`src/hw/rtl/dcoc_pkg.sv`:
```
// Shared types and constants for the distinct color occurrence counter.
// Used by the controller, the datapath, the top level and the checker.
`default_nettype none

package dcoc_pkg;

  // Table geometry.
  localparam int TABLE_DEPTH = 1024;
  localparam int IDX_W       = $clog2(TABLE_DEPTH);
  localparam int CNT_W       = $clog2(TABLE_DEPTH + 1);

  // Fixed field widths of the stream words.
  localparam int COMP_W   = 8;
  localparam int COLOR_W  = 4 * COMP_W;
  localparam int ENTRY_W  = 10;
  localparam int OCC_W    = 32;
  localparam int TOTAL_W  = 11;
  localparam int S_DATA_W = 48;
  localparam int M_DATA_W = 88;
  localparam int M_USER_W = 3;

  // Input tuser code.
  localparam logic OP_COUNT = 1'b0;
  localparam logic OP_READ  = 1'b1;

  // Output tuser bit positions.
  localparam int U_IS_NEW  = 0;
  localparam int U_DROPPED = 1;
  localparam int U_VALID   = 2;

  typedef enum logic [2:0] {
    ST_IDLE,
    ST_SCAN,
    ST_HIT,
    ST_MISS,
    ST_RD_ADDR,
    ST_RD_DATA
  } state_e;

  typedef enum logic [1:0] {
    KIND_HIT,
    KIND_MISS,
    KIND_READ
  } res_kind_e;

  // Commands from the controller to the datapath.
  typedef struct packed {
    logic      capture;
    logic      issue;
    logic      rd_issue;
    logic      load;
    res_kind_e kind;
  } cmd_t;

  // Status from the datapath to the controller.
  typedef struct packed {
    logic in_read;
    logic hit;
    logic pend;
    logic exhausted;
  } status_t;

endpackage : dcoc_pkg

`default_nettype wire

```
`src/hw/rtl/dcoc_ctrl.sv`:
```
// Controller state machine of the distinct color occurrence counter.
// Depends on dcoc_pkg; drives the datapath through cmd_t and reads status_t.
`default_nettype none

module dcoc_ctrl
  import dcoc_pkg::*;
(
  input  wire logic    clk_i,
  input  wire logic    rst_ni,
  input  wire logic    s_axis_tvalid,
  output logic         s_axis_tready,
  output logic         m_axis_tvalid,
  input  wire logic    m_axis_tready,
  input  wire status_t status_i,
  output cmd_t         cmd_o
);

  state_e state_q, state_d;
  logic   out_vld_q, out_vld_d;
  logic   load_ok;

  // The output register may be refilled once it is empty or being taken.
  assign load_ok = !out_vld_q || m_axis_tready;

  // Next state.
  always_comb begin
    state_d = state_q;
    case (state_q)
      ST_IDLE: begin
        if (s_axis_tvalid) begin
          state_d = (status_i.in_read == OP_READ) ? ST_RD_ADDR : ST_SCAN;
        end
      end
      ST_SCAN: begin
        if (status_i.hit) begin
          state_d = ST_HIT;
        end else if (status_i.exhausted && !status_i.pend) begin
          state_d = ST_MISS;
        end
      end
      ST_RD_ADDR: state_d = ST_RD_DATA;
      ST_HIT, ST_MISS, ST_RD_DATA: begin
        if (load_ok) begin
          state_d = ST_IDLE;
        end
      end
      default: state_d = ST_IDLE;
    endcase
  end

  // Command outputs.
  always_comb begin
    cmd_o          = '0;
    cmd_o.kind     = KIND_HIT;
    s_axis_tready  = 1'b0;
    case (state_q)
      ST_IDLE: begin
        s_axis_tready = 1'b1;
        cmd_o.capture = s_axis_tvalid;
      end
      ST_SCAN: begin
        cmd_o.issue = !status_i.hit && !status_i.exhausted;
      end
      ST_RD_ADDR: cmd_o.rd_issue = 1'b1;
      ST_HIT: begin
        cmd_o.load = load_ok;
        cmd_o.kind = KIND_HIT;
      end
      ST_MISS: begin
        cmd_o.load = load_ok;
        cmd_o.kind = KIND_MISS;
      end
      ST_RD_DATA: begin
        cmd_o.load = load_ok;
        cmd_o.kind = KIND_READ;
      end
      default: cmd_o = '0;
    endcase
  end

  // Output word valid flag.
  always_comb begin
    out_vld_d = out_vld_q;
    if (cmd_o.load) begin
      out_vld_d = 1'b1;
    end else if (m_axis_tready) begin
      out_vld_d = 1'b0;
    end
  end

  assign m_axis_tvalid = out_vld_q;

  always_ff @(posedge clk_i or negedge rst_ni) begin
    if (!rst_ni) begin
      state_q   <= ST_IDLE;
      out_vld_q <= 1'b0;
    end else begin
      state_q   <= state_d;
      out_vld_q <= out_vld_d;
    end
  end

endmodule : dcoc_ctrl

`default_nettype wire

```
`config.mk`:
```
export PLATFORM = sky130hd
export DESIGN_NAME = dcoc_ctrl
export DESIGN_NICKNAME = d
export VERILOG_FILES = /design/src/hw/rtl/dcoc_pkg.sv /design/src/hw/rtl/dcoc_ctrl.sv
export SDC_FILE = /design/constraint.sdc
export NUM_CORES = 1
export LEC_CHECK = 0
export BUFFER_PORTS_ARGS = -buffer_cell sky130_fd_sc_hd__buf_2
export CAP_MARGIN = 20
export CORE_AREA = 2 2 39 41
export CTS_CLUSTER_DIAMETER = 150
export DETAILED_ROUTE_END_ITERATION = 16
export DIE_AREA = 0 0 41 43
export GPL_TIMING_DRIVEN = 0
export PLACE_DENSITY_LB_ADDON = 0.3
export SETUP_SLACK_MARGIN = 0.02
export SKIP_CTS_REPAIR_TIMING = 1
export SYNTH_ARGS = -nofsm -noshare
export SYNTH_HDL_FRONTEND = slang
export SYNTH_SLANG_ARGS = --single-unit
```
`constraint.sdc`:
```
create_clock -name clk_i -period 1.5 [get_ports clk_i]
set_clock_uncertainty 0.15 [all_clocks]
set_input_delay 0 -clock clk_i [delete_from_list [all_inputs] [get_ports clk_i]]
set_output_delay 0 -clock clk_i [all_outputs]
set_load 0.03 [all_outputs]
```
* After elaboration in Yosys (flattened, before gate mapping)
Cells that the tools add are included.
** Word-level totals
- Output and inout bits :: 8
- Input bits :: 8
- Register bits :: 4
** Cells by class
- Multiplexer cells :: 13
- Equality and inequality tests :: 8
- Reductions and logical operators :: 11
** Operator list (number)
- two-way mux 3 bit :: 5
- case mux 3 bit (4 select lines) :: 1
- case mux 3 bit (3 select lines) :: 1
- == test 3 x 2 -> 1 bit, second input constant :: 2
- == test 3 bit, second input constant :: 2
- two-way mux 1 bit :: 6
- logical NOT 1 bit :: 4
- inequality test 2 bit, second input constant :: 2
- == test 3 x 1 -> 1 bit, second input constant :: 1
- logical NOT 3 bit :: 1
- inequality test 3 bit, second input constant :: 1
- AND reduction 3 bit :: 1
- OR reduction 3 bit :: 1
- logical AND 1 bit :: 2
- nonzero test 2 bit :: 1
- logical OR 1 bit :: 1

* Logic depth before layout (Yosys ltp)
Gate-level depths: netlist of the first run.
- Depth after elaboration :: 5
- Depth in mapped cells :: 6

* Least setup slack after synthesis of the first run
No wires, ideal clock.
- Kind :: flip-flop to output port
- Start :: register state_q[1]
- End :: output port cmd_o[5] in the netlist's numbering
- Buffers on the path :: 1
- Data required time :: 1.350 ns
- Data arrival time :: 1.670 ns
- Cell stages (with the launch flop) :: 4
- Path slack :: -0.320 ns
- Cell sequence :: dfrtp_1 buf_2 nor3_1 and2_1
** RTL lines
- start, declared :: RTL line dcoc_ctrl.sv:18 : state_e state_q, state_d;
- start signal, assigned :: RTL line dcoc_ctrl.sv:98 : state_q <= state_d;
- end, declared :: RTL line dcoc_ctrl.sv:15 : output cmd_t cmd_o

==> flow_summary.ini, run 1 <==
[outcome]
status = complete, but fails checks
violations = negative setup slack

[global_route]
grt_antenna_before_repair = 0
grt_max_degree = 11
grt.total_usage_pct = 9.96
grt_first_pass_wirelength_um = 1160
grt_pass1_vias = 298
grt-ovfl-total = 0

[final_layout]
fillCellCount = 142
final_cells = 78
area.growth.synth_to_final_pct = 87.4
fin_util_pct = 40.3
drive_above_1_share_pct = 66.1
insertedDiodeCount = 0
seq_area_um2 = 104
multiInputGateArea_um2 = 218
fin_nets = 71

[worst_setup_path]
slowest_delay_ns = 0.54
path_max_fanout = 5
crit_path_cell_trace = or4b_4 -> nor2_4 -> buf_6
arrival_ns = 1.44
critPathKind = reg2out
cp.required_ns = 1.35
startpoint_type = flop
worst_setup_path_end_kind = output pin
slowest_stage = or4b_4

[yosys]
yosysWarnings = 0
syn_inst = 35
synth_flop_cell = dfrtp_1
synth_common_cells = nor2_1 (5), dfrtp_1 (4), nor2b_1 (3), nor3_1 (3)
synth.yosys.seq_area_share_pct = 33.6
ys_types = 20
synth_top_area_cell = dfrtp_1
yosysMostFrequentCell = nor2_1
synth.avg_cell_area_um2 = 8.51
syn_area_um2 = 298
ys_seq_elements = 4
synth-async-reset-ratio_pct = 100
synth-edff-count = 0
synthesis.nets = 43
synth.top_cell.area_share_pct = 33.6
netlist_top_cells_area = dfrtp_1 (34%), nor2_1 (6.3%), nor2b_1 (6.3%)

[floorplanning]
core_region_area_mm2 = 0.00138
dieArea_mm2 = 0.00176
die_w_um = 41
start_util_pct = 21.5
die_h_um = 43
io_pins = 16
fp-row-count = 14

[sta]
period_share_pct = 106
rsz0062_at_grt = true
finalHoldViolations = 0
fin_ws_ns = -0.0893
tightest_slew_ns = 0.249
drv_slew = 0
fmax_mhz = 629
relSlewSlack_pct = 83.3
setup_viol = 4
setup_tns_ns = -0.239
fin_crit_ns = 1.59

[routing]
drc = 0
vias = 371
drt_iter0_markers = 4
wl_met2_um = 374
routed_wl_um = 773
highest_layer = met3
first_pass_iters = 4
drtAntennaViolNets = 0
wl_per_cell_um = 9.91
met1_length_um = 341
dr_wl_met3_um = 57
vias_per_cell = 4.76

[clock_network]
tritoncts = built
clock_latency_ns = 0.24
h-tree-depth = 1
cts_num_sinks = 4
cts_buffers = 3
cts-root-buf = clkbuf_4
clk_path_buf_depth = 2
clk_pin_slew_ns = 0.05

[placed_design]
hpwl_um = 565
dpl.cell_count = 66
gp_congestion = 0.704
io_buffers = 15

[power]
p_total_w = 0.00117
p_leak_nw = 0.270
powerDensity_mw_per_mm2 = 2090
ir_worst_vdd_mv = 0.509

[flow_run]
cap_violations = 0

[hold_path]
hp-class = in2reg
-- stage by stage --
stage | instance area (µm²) | setup WS [ns] | hold slack [ns]
floorplan | 317 | -0.0326 | -0.446
global placement | 412 | -0.125 | -0.345
detailed placement | 412 | -0.133 | -0.339
CTS | 438 | -0.230 | -0.603
global route | 558 | -0.130 | 0.0597
finish | 558 | -0.0893 | 0.0168
-- registers in the layout, indices dropped and copies added, names as in the netlist --
name	count
state_q	3
m_axis_tvalid	1
-- final timing paths --
check                                       start                   endpoint  slack [ns]  depth (start not counted)
setup / recovery           state_q[2]$_DFFE_PN0P_                   cmd_o[4]       -0.09                          3
hold / removal                        status_i[1]     state_q[2]$_DFFE_PN0P_        0.02                          4
setup reg to reg           state_q[2]$_DFFE_PN0P_     state_q[2]$_DFFE_PN0P_       -0.05                          4
hold reg to reg            state_q[2]$_DFFE_PN0P_     state_q[1]$_DFFE_PN0P_        0.35                          1
max in group asynchronous                  rst_ni     state_q[0]$_DFFE_PN0P_        0.50                          3
min in group asynchronous                  rst_ni  m_axis_tvalid$_DFFE_PN0P_        0.50                          3
-- critical path, delay by kind of cell, from the launching register on --
kind                   cells  cell delay (ns)
buffers and inverters      1             0.13
DFF                        1             0.42
and+or+nand+nor            2             0.64
-- where the power goes --
| group | internal (W) | leakage [nW] | total [W] | switching [W] |
|---|---|---|---|---|
| logic | 0.000368 | 0.208 | 0.000793 | 0.000426 |
| clock network | 0.000100 | 0.0150 | 0.000151 | 0.0000510 |
| registers | 0.000167 | 0.0464 | 0.000221 | 0.0000541 |
-- area by class of cell --
cell class / instances / share of cell area [%]
Multi-Input combinational cell: 28 / 39.0
Timing Repair Buffer: 23 / 29.6
Sequential cell: 4 / 18.6
Clock buffer: 4 / 4.71
Tap cell: 16 / 3.59
Buffer: 2 / 3.36
Inverter: 1 / 1.12
-- cells by family (layout without fill, tap and decap cells) --
kind of cell | count (synthesis) | after routing | synth area share, %
DFF | 4 | 4 | 33.6
buffers and inverters | 3 | 30 | 5.46
AOI/OAI and AO/OA | 9 | 9 | 23.5
and+or+nand+nor | 19 | 19 | 37.4
-- routing by layer --
metal / GRT usage, % / vias to the layer above
met5: 0 / -
met1: 12.3 / 175
li1: - / 182
met4: 6.00 / 0
met3: 4.71 / 0
met2: 13.4 / 14
-- placed cells by master (no fill, tap or decap), types with 2 or more instances in the layout --
master,instances
nor2_1,4
buf_6,3
buf_4,6
nor3_1,2
clkbuf_4,5
dlygate4sd3_1,4
buf_2,10
dfrtp_2,3
and3_2,2
nand2b_1,2
nor2b_4,2
Note: power is estimated with default switching activity, not from simulation.
==> inputs of run 2 (changes only) <==
--- a/config.mk
+++ b/config.mk
@@ -6,9 +6,8 @@
 export NUM_CORES = 1
 export LEC_CHECK = 0
 export BUFFER_PORTS_ARGS = -buffer_cell sky130_fd_sc_hd__buf_2
-export CAP_MARGIN = 20
 export CORE_AREA = 2 2 39 41
-export CTS_CLUSTER_DIAMETER = 150
+export CTS_CLUSTER_DIAMETER = 80
 export DETAILED_ROUTE_END_ITERATION = 16
 export DIE_AREA = 0 0 41 43
 export GPL_TIMING_DRIVEN = 0
==> constraint.sdc (replaced) <==
create_clock -name clk_i -period 1.5 [get_ports clk_i]
set_clock_uncertainty 0.15 [all_clocks]
set_input_delay 0 -clock clk_i [delete_from_list [all_inputs] [get_ports clk_i]]
set_output_delay 0 -clock clk_i [all_outputs]
set_load 0.1 [all_outputs]
==> run 2 against run 1 <==
Against the previous run: the run ends with negative hold slack, negative setup slack left; global-route usage decreased by 0.18 points; routed wire length up 27%; critical path depth stayed put; largest cell class is now non-clock buffers; highest routed layer is now met4.
==> flow_summary.ini, run 2 (synthesis results as in run 1) <==
[outcome]
status = complete, but fails checks
violations = negative hold slack, negative setup slack

[routing]
vias = 380
drt_iter0_markers = 0
wl_per_cell_um = 11.9
met1_length_um = 373
drc = 0
highest_layer = met4
vias_per_cell = 4.58
wl_met2_um = 569
dr_wl_met3_um = 22
routed_wl_um = 985
first_pass_iters = 1
drtAntennaViolNets = 0

[clock_network]
cts_num_sinks = 4
cts_buffers = 3
cts-root-buf = clkbuf_4
clk_pin_slew_ns = 0.04
clk_path_buf_depth = 2
h-tree-depth = 1
clock_latency_ns = 0.23
tritoncts = built

[sta]
fin_crit_ns = 1.67
period_share_pct = 111
fmax_mhz = 600
rsz0062_at_grt = true
setup_viol = 7
relSlewSlack_pct = 68.0
hold_slack_ns = -0.0122
drv_slew = 0
finalHoldViolations = 1
fin_ws_ns = -0.168
tightest_slew_ns = 0.483

[worst_setup_path]
regToRegStartpoint = state_q[2]$_DFFE_PN0P_
crit_path_cell_trace = or4b_4 -> nor2_4 -> buf_12
arrival_ns = 1.52
critPathKind = reg2out
critical_path.top_delay_family = simple AND/OR/NAND/NOR gates
slowest_delay_ns = 0.55
reg2reg_depth = 4
path_max_fanout = 4
slowest_stage = or4b_4
worst_setup_path_end_kind = output pin
critPathLaunch = state_q[2]$_DFFE_PN0P_
critical_path_buf_inv_count = 1
startpoint_type = flop
cp.required_ns = 1.35
rr_endpoint = state_q[1]$_DFFE_PN0P_
regToRegSetupSlack_ns = -0.13

[global_route]
grt_first_pass_wirelength_um = 1100
grt.total_usage_pct = 9.78
grt-ovfl-total = 0
grt_pass1_vias = 278
grt_antenna_before_repair = 0
grt_max_degree = 11

[final_layout]
fillCellCount = 129
final_cell_mix = buf_4 (10), buf_2 (8), buf_12 (6)
largest_register_ffs = 3
multiInputGateArea_um2 = 246
fin_util_pct = 50.8
drive_above_1_share_pct = 71.6
layout_commonest_cell = buf_4
insertedDiodeCount = 0
largest_register = state_q
seq_area_um2 = 106
fin_nets = 76
area.growth.synth_to_final_pct = 136

[flow_run]
cap_violations = 0

[floorplanning]
io_pins = 16
dieArea_mm2 = 0.00176
die_w_um = 41
fp-row-count = 14
core_region_area_mm2 = 0.00138
start_util_pct = 21.5
die_h_um = 43

[hold_path]
hp-class = in2reg
hp-start = status_i[1]
min_to = state_q[1]$_DFFE_PN0P_
hold_depth = 4

[placed_design]
hpwl_um = 586
gp_congestion = 0.720
io_buffers = 15
[run 2: stage by stage]
step / hold WS, ns / cells / setup TNS (ns) / area, µm² / worst slack [ns]
after floorplan: -0.446 / 35 / -1.30 / 350 / -0.419
after global placement: -0.344 / 66 / -0.563 / 445 / -0.177
after detailed placement: -0.343 / 66 / -0.630 / 445 / -0.177
after CTS: -0.599 / 70 / -1.57 / 472 / -0.429
after global routing: -0.00554 / 83 / -1.08 / 703 / -0.249
final: -0.0122 / 83 / -0.686 / 703 / -0.168
[run 2: layer usage]
metal	global-route usage (%)	vias to the layer above
met4	8.00	0
met3	3.14	2
li1	-	192
met1	11.7	176
met2	13.4	10
met5	0	-
[run 2: how the worst max path moves through the flow]
stage | end | slack [ns] | depth (start not counted)
2_1_floorplan | cmd_o[5] | -0.42 | 2
3_3_place_gp | cmd_o[4] | -0.18 | 3
3_5_place_dp | cmd_o[4] | -0.18 | 3
4_1_cts | cmd_o[4] | -0.43 | 3
5_1_grt | cmd_o[2] | -0.25 | 7
6_report | cmd_o[4] | -0.17 | 3
[run 2: worst reg2reg max path, delay by kind of cell, from the launching register on]
kind / cells / cell delay, ns
flip-flops: 1 / 0.43
buffers and inverters: 1 / 0.16
AO/OA/AOI/OAI: 2 / 0.21
AND/OR/NAND/NOR: 1 / 0.55
[run 2: cell type report]
| cell class | count | share of cell area, % |
|---|---|---|
| clock buffer | 4 | 3.74 |
| inverter | 1 | 0.890 |
| timing repair buffer | 28 | 39.7 |
| sequential | 4 | 15.1 |
| tap | 16 | 2.85 |
| multi-input combinational | 28 | 35.1 |
| buffer | 2 | 2.67 |
Power of run 2 is left out: the tool's default activity adds up to more than one toggle a clock period on the data nets, which glitch-free logic cannot reach.
